==> config.mk <==
export PLATFORM = sky130hd
export DESIGN_NAME = rotary_dial_selection_controller
export DESIGN_NICKNAME = d
export VERILOG_FILES = /design/src/design/rdsc_pkg.sv /design/src/design/rotary_dial_selection_controller.sv
export SDC_FILE = /design/constraint.sdc
export NUM_CORES = 1
export LEC_CHECK = 0
export ABC_AREA = 1
export BUFFER_PORTS_ARGS = -buffer_cell sky130_fd_sc_hd__buf_2
export CAP_MARGIN = 20
export CORE_MARGIN = 10
export CORE_UTILIZATION = 45
export CTS_BUF_LIST = sky130_fd_sc_hd__clkbuf_4 sky130_fd_sc_hd__clkbuf_8
export DETAILED_ROUTE_END_ITERATION = 8
export HOLD_SLACK_MARGIN = 0.1
export PLACE_DENSITY = 0.7
export SKIP_CTS_REPAIR_TIMING = 1
export SLEW_MARGIN = 20
export SYNTH_ARGS = -nofsm -noshare
export SYNTH_HDL_FRONTEND = slang
export SYNTH_SLANG_ARGS = --single-unit
==> constraint.sdc <==
create_clock -name clk -period 6.3 [get_ports clk]
set_input_delay 0.315 -clock clk [delete_from_list [all_inputs] [get_ports clk]]
set_output_delay 0.315 -clock clk [all_outputs]
set_load 0.02 [all_outputs]
==> src/design/rdsc_pkg.sv <==
package rdsc_pkg;

  localparam int unsigned MAX_ENTRIES = 8;

  localparam int unsigned COUNT_W = 4;
  localparam int unsigned INDEX_W = 3;
  localparam int unsigned SCAN_W  = 8;
  localparam int unsigned FOCUS_W = 16;
  localparam int unsigned CLICK_W = 10;

  localparam int unsigned IN_TDATA_W  = 8;
  localparam int unsigned OUT_TDATA_W = 16;
  localparam int unsigned CFG_INDEX_W = 2;
  localparam int unsigned CFG_DATA_W  = 16;

  // configuration register indexes
  localparam logic [CFG_INDEX_W-1:0] REG_ENTRY_COUNT   = 2'd0;
  localparam logic [CFG_INDEX_W-1:0] REG_SCAN_PERIOD   = 2'd1;
  localparam logic [CFG_INDEX_W-1:0] REG_FOCUS_HOLD    = 2'd2;
  localparam logic [CFG_INDEX_W-1:0] REG_CLICK_LOCKOUT = 2'd3;

  // step codes
  localparam logic [1:0] STEP_NONE = 2'd0;
  localparam logic [1:0] STEP_FWD  = 2'd1;
  localparam logic [1:0] STEP_BWD  = 2'd2;

  // quadrature phases, {a, b}
  localparam logic [1:0] PHASE_00 = 2'b00;
  localparam logic [1:0] PHASE_01 = 2'b01;
  localparam logic [1:0] PHASE_10 = 2'b10;
  localparam logic [1:0] PHASE_11 = 2'b11;

  localparam logic [COUNT_W-1:0] ENTRY_COUNT_RST   = 4'd0;
  localparam logic [SCAN_W-1:0]  SCAN_PERIOD_RST   = 8'd8;
  localparam logic [FOCUS_W-1:0] FOCUS_HOLD_RST    = 16'd5000;
  localparam logic [CLICK_W-1:0] CLICK_LOCKOUT_RST = 10'd350;

endpackage

==> src/design/rotary_dial_selection_controller.sv <==
// channel | dir | handshake            | payload
// s_*     | in  | s_tvalid / s_tready  | s_tdata: pin_a, pin_b, key_level
// m_*     | out | m_tvalid / m_tready  | m_tdata: selected_index .. poke_valid
// cfg_*   | in  | cfg_valid / cfg_ready | cfg_index, cfg_data
//
// one result per tick: the tick is decoded in a single
// combinational pass and lands in the output register at the accepting edge.
// a new tick is taken every cycle while the output register is empty or drained.
// rst is synchronous, active high; it restores all registers but m_tdata to their reset values.
// a stall on m_tready holds the result and blocks s_tready; cfg writes are always taken.
module rotary_dial_selection_controller (
  input  logic                                  clk,
  input  logic                                  rst,
  input  logic                                  s_tvalid,
  output logic                                  s_tready,
  // [0] pin_a, [1] pin_b, [2] key_level, [7:3] zero
  input  logic [rdsc_pkg::IN_TDATA_W-1:0]       s_tdata,
  output logic                                  m_tvalid,
  input  logic                                  m_tready,
  // [2:0] selected_index, [3] focus_active, [5:4] step_code, [6] leave_valid,
  // [9:7] leave_index, [10] open_valid, [11] poke_valid, [15:12] zero
  output logic [rdsc_pkg::OUT_TDATA_W-1:0]      m_tdata,
  input  logic                                  cfg_valid,
  output logic                                  cfg_ready,
  input  logic [rdsc_pkg::CFG_INDEX_W-1:0]      cfg_index,
  input  logic [rdsc_pkg::CFG_DATA_W-1:0]       cfg_data
);

  // configuration
  logic [rdsc_pkg::COUNT_W-1:0] entry_count;
  logic [rdsc_pkg::SCAN_W-1:0]  scan_period;
  logic [rdsc_pkg::FOCUS_W-1:0] focus_hold;
  logic [rdsc_pkg::CLICK_W-1:0] click_lockout;

  // state
  logic [1:0]                   last_phase, last_phase_next;
  logic [1:0]                   pending_step, pending_step_next;
  logic                         key_was_down, key_was_down_next;
  logic [rdsc_pkg::INDEX_W-1:0] selection, selection_next;
  logic [rdsc_pkg::FOCUS_W-1:0] focus_left, focus_left_next;
  logic [rdsc_pkg::CLICK_W-1:0] since_click, since_click_next;
  logic [rdsc_pkg::SCAN_W-1:0]  since_scan, since_scan_next;
  logic                         focus_reported, focus_reported_next;

  logic [rdsc_pkg::OUT_TDATA_W-1:0] result_next;
  logic                             in_fire;

  logic [rdsc_pkg::COUNT_W-1:0] count;
  logic [rdsc_pkg::COUNT_W-1:0] cfg_count;
  logic [rdsc_pkg::INDEX_W-1:0] last_index;
  logic                         cfg_clamp;

  assign s_tready  = !m_tvalid || m_tready;
  assign in_fire   = s_tvalid && s_tready;
  assign cfg_ready = 1'b1;

  assign count      = (entry_count > rdsc_pkg::COUNT_W'(rdsc_pkg::MAX_ENTRIES))
                      ? rdsc_pkg::COUNT_W'(rdsc_pkg::MAX_ENTRIES) : entry_count;
  assign last_index = rdsc_pkg::INDEX_W'(count - 4'd1);

  always_comb begin
    cfg_count = cfg_data[rdsc_pkg::COUNT_W-1:0];
    if (cfg_count > rdsc_pkg::COUNT_W'(rdsc_pkg::MAX_ENTRIES)) begin
      cfg_count = rdsc_pkg::COUNT_W'(rdsc_pkg::MAX_ENTRIES);
    end
  end

  assign cfg_clamp = cfg_valid && cfg_ready && (cfg_index == rdsc_pkg::REG_ENTRY_COUNT)
                     && (rdsc_pkg::COUNT_W'(selection) >= cfg_count);

  always_comb begin
    logic [1:0]                   phase;
    logic                         key_down;
    logic [1:0]                   step;
    logic                         leave;
    logic [rdsc_pkg::INDEX_W-1:0] leave_idx;
    logic                         open;
    logic                         poke;
    logic                         focused;

    phase     = {s_tdata[0], s_tdata[1]};
    key_down  = !s_tdata[2];
    step      = rdsc_pkg::STEP_NONE;
    leave     = 1'b0;
    leave_idx = '0;
    open      = 1'b0;
    poke      = 1'b0;

    last_phase_next     = last_phase;
    pending_step_next   = pending_step;
    key_was_down_next   = key_was_down;
    selection_next      = selection;
    focus_reported_next = focus_reported;

    since_scan_next  = (since_scan == '1) ? since_scan : since_scan + 8'd1;
    since_click_next = (since_click == '1) ? since_click : since_click + 10'd1;
    focus_left_next  = (focus_left == '0) ? focus_left : focus_left - 16'd1;

    if (since_scan_next >= scan_period) begin
      since_scan_next = '0;
      if (phase != last_phase) begin
        unique case (phase)
          rdsc_pkg::PHASE_10: begin
            if (last_phase == rdsc_pkg::PHASE_00) pending_step_next = rdsc_pkg::STEP_FWD;
            else if (last_phase == rdsc_pkg::PHASE_11) pending_step_next = rdsc_pkg::STEP_BWD;
          end
          rdsc_pkg::PHASE_01: begin
            if (last_phase == rdsc_pkg::PHASE_00) pending_step_next = rdsc_pkg::STEP_BWD;
            else if (last_phase == rdsc_pkg::PHASE_11) pending_step_next = rdsc_pkg::STEP_FWD;
          end
          default: begin
            // detent: commit the pending direction
            last_phase_next = phase;
            if (pending_step != rdsc_pkg::STEP_NONE) begin
              if (count != '0) begin
                if (pending_step == rdsc_pkg::STEP_FWD) begin
                  selection_next = (selection == last_index) ? '0 : selection + 3'd1;
                end else begin
                  selection_next = (selection == '0) ? last_index : selection - 3'd1;
                end
                step = pending_step;
                if (selection_next != selection) begin
                  leave     = 1'b1;
                  leave_idx = selection;
                end
                focus_left_next = focus_hold;
              end
              pending_step_next = rdsc_pkg::STEP_NONE;
            end
          end
        endcase
      end

      if (!key_down && key_was_down) begin
        if (focus_left_next != '0 && count != '0) begin
          if (since_click_next >= click_lockout) begin
            since_click_next = '0;
            open             = 1'b1;
            focus_left_next  = focus_hold;
          end
        end else begin
          poke = 1'b1;
        end
      end
      key_was_down_next = key_down;
    end

    focused = (focus_left_next != '0) && (count != '0);
    if (focused && !focus_reported) begin
      focus_reported_next = 1'b1;
    end else if (!focused && focus_reported) begin
      focus_reported_next = 1'b0;
      leave               = 1'b1;
      leave_idx           = selection_next;
    end

    result_next = {4'd0, poke, open, leave ? leave_idx : 3'd0, leave, step, focused,
                   selection_next};
  end

  always_ff @(posedge clk) begin
    if (rst) begin
      entry_count    <= rdsc_pkg::ENTRY_COUNT_RST;
      scan_period    <= rdsc_pkg::SCAN_PERIOD_RST;
      focus_hold     <= rdsc_pkg::FOCUS_HOLD_RST;
      click_lockout  <= rdsc_pkg::CLICK_LOCKOUT_RST;
      last_phase     <= rdsc_pkg::PHASE_11;
      pending_step   <= rdsc_pkg::STEP_NONE;
      key_was_down   <= 1'b0;
      selection      <= '0;
      focus_left     <= '0;
      since_click    <= '0;
      since_scan     <= '0;
      focus_reported <= 1'b0;
      m_tvalid       <= 1'b0;
    end else begin
      if (in_fire) begin
        last_phase     <= last_phase_next;
        pending_step   <= pending_step_next;
        key_was_down   <= key_was_down_next;
        focus_left     <= focus_left_next;
        since_click    <= since_click_next;
        since_scan     <= since_scan_next;
        focus_reported <= focus_reported_next;
        m_tvalid       <= 1'b1;
      end else if (m_tready) begin
        m_tvalid <= 1'b0;
      end

      // clamp the selection into the new range
      if (cfg_clamp) begin
        selection <= (cfg_count == '0) ? '0 : rdsc_pkg::INDEX_W'(cfg_count - 4'd1);
      end else if (in_fire) begin
        selection <= selection_next;
      end

      if (cfg_valid && cfg_ready) begin
        unique case (cfg_index)
          rdsc_pkg::REG_ENTRY_COUNT:   entry_count   <= cfg_data[rdsc_pkg::COUNT_W-1:0];
          rdsc_pkg::REG_SCAN_PERIOD:   scan_period   <= cfg_data[rdsc_pkg::SCAN_W-1:0];
          rdsc_pkg::REG_FOCUS_HOLD:    focus_hold    <= cfg_data[rdsc_pkg::FOCUS_W-1:0];
          rdsc_pkg::REG_CLICK_LOCKOUT: click_lockout <= cfg_data[rdsc_pkg::CLICK_W-1:0];
          default: ;
        endcase
      end
    end
  end

  always_ff @(posedge clk) begin
    if (in_fire) begin
      m_tdata <= result_next;
    end
  end

endmodule

**After elaboration in Yosys (flattened, before gate mapping)**

Index checks and enable logic that the tools add are counted.

- Logic and storage cells: 150
- Input port bits: 31
- Register bits: 94

- $lt $le $gt $ge: 5
- Multiplexer cells: 63
- Equality and inequality tests: 14
- Add/sub/neg operators: 7
- Reduce and logical (&&, ||, !) cells: 38
- Bitwise logic cells: 5

Operator list:

| cell | count |
|---|---|
| 16-bit 2-to-1 mux | 10 |
| 3-bit 2-to-1 mux | 24 |
| 10-bit 2-to-1 mux | 5 |
| 16-bit nonzero test | 2 |
| 16-bit logical NOT | 1 |
| 8-bit 2-to-1 mux | 2 |
| 16-bit by 1-bit subtractor with 16-bit output (second input constant) | 1 |
| 1-bit 2-to-1 mux | 14 |
| 2-bit AND reduction | 7 |
| 10-bit by 1-bit adder with 10-bit output (second input constant) | 1 |
| 10-bit == test (second input constant) | 1 |
| 10-bit greater-or-equal comparator | 1 |
| 2-bit 2-to-1 mux | 5 |
| 3-bit by 1-bit subtractor with 3-bit output (second input constant) | 3 |
| 8-bit by 1-bit adder with 8-bit output (second input constant) | 1 |
| 2-bit == test (second input constant) | 4 |
| 8-bit == test (second input constant) | 1 |
| 8-bit greater-or-equal comparator | 1 |
| 4-bit > comparator (second input constant) | 2 |
| 1-bit logical AND | 8 |
| 4-bit 2-to-1 mux | 2 |
| 2-bit nonzero test | 4 |
| 2-bit by 1-bit == test with 1-bit output (second input constant) | 3 |
| 3-bit != test (second input constant) | 2 |
| 19 further kinds | 27 |

**Depth between registers and ports, before layout**

- Word-level depth: 20
- Depth in mapped cells: 32
- Depth with buffers taken out: 32

**Worst setup path after synthesis**

Ideal clock, no wire load.

- Kind: reg2reg
- From: register since_click[1] in the netlist's numbering
- To: register m_tdata[9] in the netlist's numbering, data pin
- Path buffers: 1
- Setup slack: 2244 ps
- Arrival: 3802 ps
- Clock period less this slack: 4056 ps
- Cell stages (with the launch flop): 30
- Required time: 6047 ps
- Cells stage by stage: dfxtp_1 > ha_1 > nand2_1 > nor2_1 > nand4_1 > nand4_1 > xor2_1 > ha_1 > a21oi_1 > nor2_1 > a211oi_1 > nand4_1 > nand3_1 > clkinv_1 > clkbuf_1 > nand4_1 > nand3_1 > nand2_1 > nand2_1 > nor2_1 > nand2_1 > nor2_1 > nor2_1 > ha_1 > nor2_1 > inv_1 > nand3_1 > nor2_1 > a21oi_1 > inv_1

- Word-level cells in the longest chain between the ends: 13

Ends and longest elaborated chain:

| element | line | text |
|---|---|---|
| start, declared | rotary_dial_selection_controller.sv:41 | `logic [rdsc_pkg::CLICK_W-1:0] since_click, since_click_next;` |
| start signal, assigned | rotary_dial_selection_controller.sv:182 | `since_click <= since_click_next;` |
| 10-bit by 1-bit adder with 10-bit output / 10-bit == test (equally long branches) | rotary_dial_selection_controller.sv:96 | `since_click_next = (since_click == '1) ? since_click : since_click + 10'd1;` |
| 10-bit 2-to-1 mux (*) | rotary_dial_selection_controller.sv:96 |  |
| 10-bit greater-or-equal comparator (*) | rotary_dial_selection_controller.sv:136 | `if (since_click_next >= click_lockout) begin` |
| 16-bit 2-to-1 mux (*) | rotary_dial_selection_controller.sv:136 |  |
| 16-bit 2-to-1 mux (*) | rotary_dial_selection_controller.sv:135 | `if (focus_left_next != '0 && count != '0) begin` |
| 16-bit 2-to-1 mux (*) | rotary_dial_selection_controller.sv:134 | `if (!key_down && key_was_down) begin` |
| 16-bit 2-to-1 mux (*) | rotary_dial_selection_controller.sv:99 | `if (since_scan_next >= scan_period) begin` |
| 16-bit nonzero test (*) | rotary_dial_selection_controller.sv:148 | `focused = (focus_left_next != '0) && (count != '0);` |
| 1-bit logical AND (*) | rotary_dial_selection_controller.sv:148 |  |
| via result_next, one bit | rotary_dial_selection_controller.sv:45 | `logic [rdsc_pkg::OUT_TDATA_W-1:0] result_next;` |
| 1-bit logical NOT | rotary_dial_selection_controller.sv:151 | `end else if (!focused && focus_reported) begin` |
| 1-bit logical AND | rotary_dial_selection_controller.sv:151 |  |
| 3-bit 2-to-1 mux / 1-bit 2-to-1 mux (equally long branches) | rotary_dial_selection_controller.sv:151 |  |
| 3-bit 2-to-1 mux / 1-bit 2-to-1 mux (equally long branches) | rotary_dial_selection_controller.sv:149 | `if (focused && !focus_reported) begin` |
| end signal, assigned | rotary_dial_selection_controller.sv:211 | `m_tdata <= result_next;` |
| end, declared | rotary_dial_selection_controller.sv:22 | `output logic [rdsc_pkg::OUT_TDATA_W-1:0] m_tdata,` |

Mark *: on every way through the listed nets, which the timed path passes. The rest lies on a longest branch.
A chain may end at the register's enable or synchronous reset.

**Worst setup path in the final report**

Same ends and word-level chain as after synthesis.

==> run_results.csv <==
group,metric,value,unit
timing,hold_violations,0,
synthesis,avgSynthCellArea,6.72,sq um
die,die_y,137,um
synthesis,synth_edf_count,12,
synthesis,synth_xor_area_share,2.97,%
power_and_ir_drop,leakage,0.00324,uW
power_and_ir_drop,power_density,228,nW/um^2
power_and_ir_drop,ir_worst_vdd,0.154,mV
power_and_ir_drop,pwr-share-comb,25.8,%
clock_tree,numCtsBuffers,9,
synthesis,syn_inst,920,
power_and_ir_drop,clockPowerShare,30.4,%
synthesis,ys_types,45,
timing,finalSetupViolCount,0,
die,io_pins,50,
status,status,"finished, final reports clean",
timing,worst_slew_pin_slew,1.06,ns
timing,rsz0062_at_grt,"false",
cells_and_area,antenna_cells,0,
power_and_ir_drop,sw_frac_of_total,34.1,%
synthesis,synth_top_area_share,26.5,%
grt,grt_overflow,0,
synthesis,synth_seq_cells,94,
critical_path,cp-start-kind,"flop",
clock_tree,cts.root.buffer_cell,"clkbuf_8",
power_and_ir_drop,p_int,1000,uW
grt,grt_antenna_before_repair,0,
grt,grt_pass1_vias,5243,
route,dr_total_vias,5805,
route,drc,0,
placement,place.gp.congestion,0.845,
synthesis,yosys.cell_count.top_type,"nand2_1",
grt,grt_max_degree,61,
synthesis,synthSimpleGateAreaFrac,31.9,%
die,num_rows,42,
cells_and_area,nNetsFinal,1009,
placement,portBuffers,39,
die,die_x,137,um
critical_path,arrival,5.34,ns
route,drtPass1Iterations,5,
power_and_ir_drop,pwr-share-seq,43.7,%
synthesis,synth_compound_area_share,14.7,%
route,drt-total-wl,14600,um
route,viasPerCell,5.16,
critical_path,critical-path-top-delay-family,"simple AND/OR/NAND/NOR gates",
synthesis,ys_warn_count,0,
timing,worst_slew_margin_rel,29.2,%
critical_path,max_stage_delay,0.42,ns
synthesis,synth_area_leaders,"dfxtp_1, nand2_1, ha_1, inv_1, edfxtp_1",
route,drt_iter0_markers,317,
worst_hold_path,hp-class,"in2reg",
timing,final.min_clock_period,5.19,ns
die,initial_core_util,46.3,%
timing,tns,0,ns
route,wl_per_cell,13.0,um
timing,finalMaxSlewViolations,0,
die,die_area,18800,sq um
critical_path,endpoint_kind,"flop",
placement,dp_hpwl,10700,um
synthesis,syn_area,6180,sq um
clock_tree,path_clk_slew,0.10,ns
clock_tree,clk_latency,0.40,ns
synthesis,synthTopCellsByCount,"nand2_1, inv_1, dfxtp_1",
critical_path,path_buf_inv,3,
cells_and_area,layout-drive-gt1-share,9.70,%
synthesis,synthMuxAreaShare,0.546,%
synthesis,synth_top_family_by_area,"simple AND/OR/NAND/NOR gates",
power_and_ir_drop,p_switching,520,uW
grt,grt_pass1_wl,24500,um
timing,fin_worst_skew,0.0125,ns
clock_tree,cts_max_level,3,
synthesis,yosys.area_share.adder,7.08,%
timing,holdWs,0.157,ns
grt,gr-usage-all-layers,15.9,%
clock_tree,cts_tree,"yes",
synthesis,yosys.area.top_type,"dfxtp_1",
clock_tree,cts_max_path_buffers,2,
clock_tree,cts.sinks,94,
run,maxCapViolCount,0,
timing,fmax,0.193,GHz
cells_and_area,synthToLayoutAreaGrowth,7.97,%
placement,place_area,6440,sq um
synthesis,ys.flop_type,"dfxtp_1",
synthesis,synthArstFlopShare,0,%
critical_path,cp.required,6.45,ns
critical_path,critPathKind,"reg2reg",
timing,period_share,82.4,%
route,ant_nets,0,
critical_path,path_max_fanout,17,
die,core,13300,sq um
cells_and_area,fin_area,6680,sq um
synthesis,ys_seq_area_share,32.4,%
critical_path,critPathSlowestCell,"clkinv_1",
[routing by layer]
| layer | global-route usage, % | wire [um] |
|---|---|---|
| met5 | 0 | 0 |
| met1 | 20.7 | 7060 |
| met4 | 3.81 | 142 |
| met2 | 25.5 | 6610 |
| met3 | 4.33 | 770 |
[stage by stage]
step           util, %  cells  power (uW)  worst slack [ns]
4_1_cts           50.0   1123        1540              1.17
3_5_place_dp      48.3   1107        1070              1.20
6_report          50.0   1124        1520              1.11
5_1_grt           50.0   1124        1620             0.634
3_3_place_gp      48.3   1107        1070              1.24
2_1_floorplan        -    923         984              2.24
[power groups by stage]
stage	Sequential [uW]	Clock, uW	Combinational [uW]
3_3_place_gp	679	0	386
5_1_grt	671	502	451
6_report	666	464	394
4_1_cts	666	476	393
3_5_place_dp	679	0	391
2_1_floorplan	679	0	304
[sequential cells by signal, indices dropped and copies added (netlist names)]
name,cells
scan_period,8
focus_hold,16
since_scan,8
focus_reported,1
selection,3
m_tdata,12
since_click,10
m_tvalid,1
last_phase,2
focus_left,16
entry_count,4
pending_step,2
click_lockout,10
key_was_down,1
[cell usage in the layout, fill, tap and decap left out, types with 12 or more instances in the layout]
cell and n:
a21oi_1 59, buf_2 39, dfxtp_1 82, edfxtp_1 12, ha_1 35, inv_1 110, nand2_1 260, nand3_1 55
nand4_1 23, nor2_1 77, o211ai_1 23, o21ai_0 54, xor2_1 12
[cell type report]
| type | instances | area, sq um |
|---|---|---|
| Clock buffer | 10 | 131 |
| Inverter | 119 | 449 |
| Tap cell | 176 | 220 |
| Sequential cell | 94 | 2000 |
| Clock inverter | 6 | 93.8 |
| Multi-Input combinational cell | 676 | 3550 |
| Timing Repair Buffer | 43 | 225 |
| Fill cell | 1389 | 6670 |
[logic make-up (layout without fill, tap and decap cells)]
logic type / after synthesis / in the layout
adder cells (fa/ha/maj): 35 / 35
AO/OA/AOI/OAI: 160 / 160
other: 2 / 5
XOR/XNOR: 21 / 21
multiplexers: 3 / 3
buffers and inverters: 153 / 178
flip-flops: 94 / 94
AND/OR/NAND/NOR: 452 / 452
[worst register-to-register path, delay by kind of cell, from the launching register on]
family                   cells  cell delay, ns
flip-flops                   1            0.39
AO/OA/AOI/OAI                3            0.45
AND/OR/NAND/NOR             20            2.65
buffers and inverters        3            0.57
adder cells (fa/ha/maj)      3            0.68
XOR/XNOR                     1            0.21
[worst paths after layout]
path                                      from        endpoint  slack (ns)  cells past startpoint
worst max register to register  since_click[1]      m_tdata[9]        1.11                     30
worst min register to register  since_click[7]  since_click[7]        0.47                      2
worst min-delay path              cfg_data[12]  focus_hold[12]        0.16                      3
worst max-delay path            since_click[1]      m_tdata[9]        1.11                     30
Power figures use the tool's default switching activity.
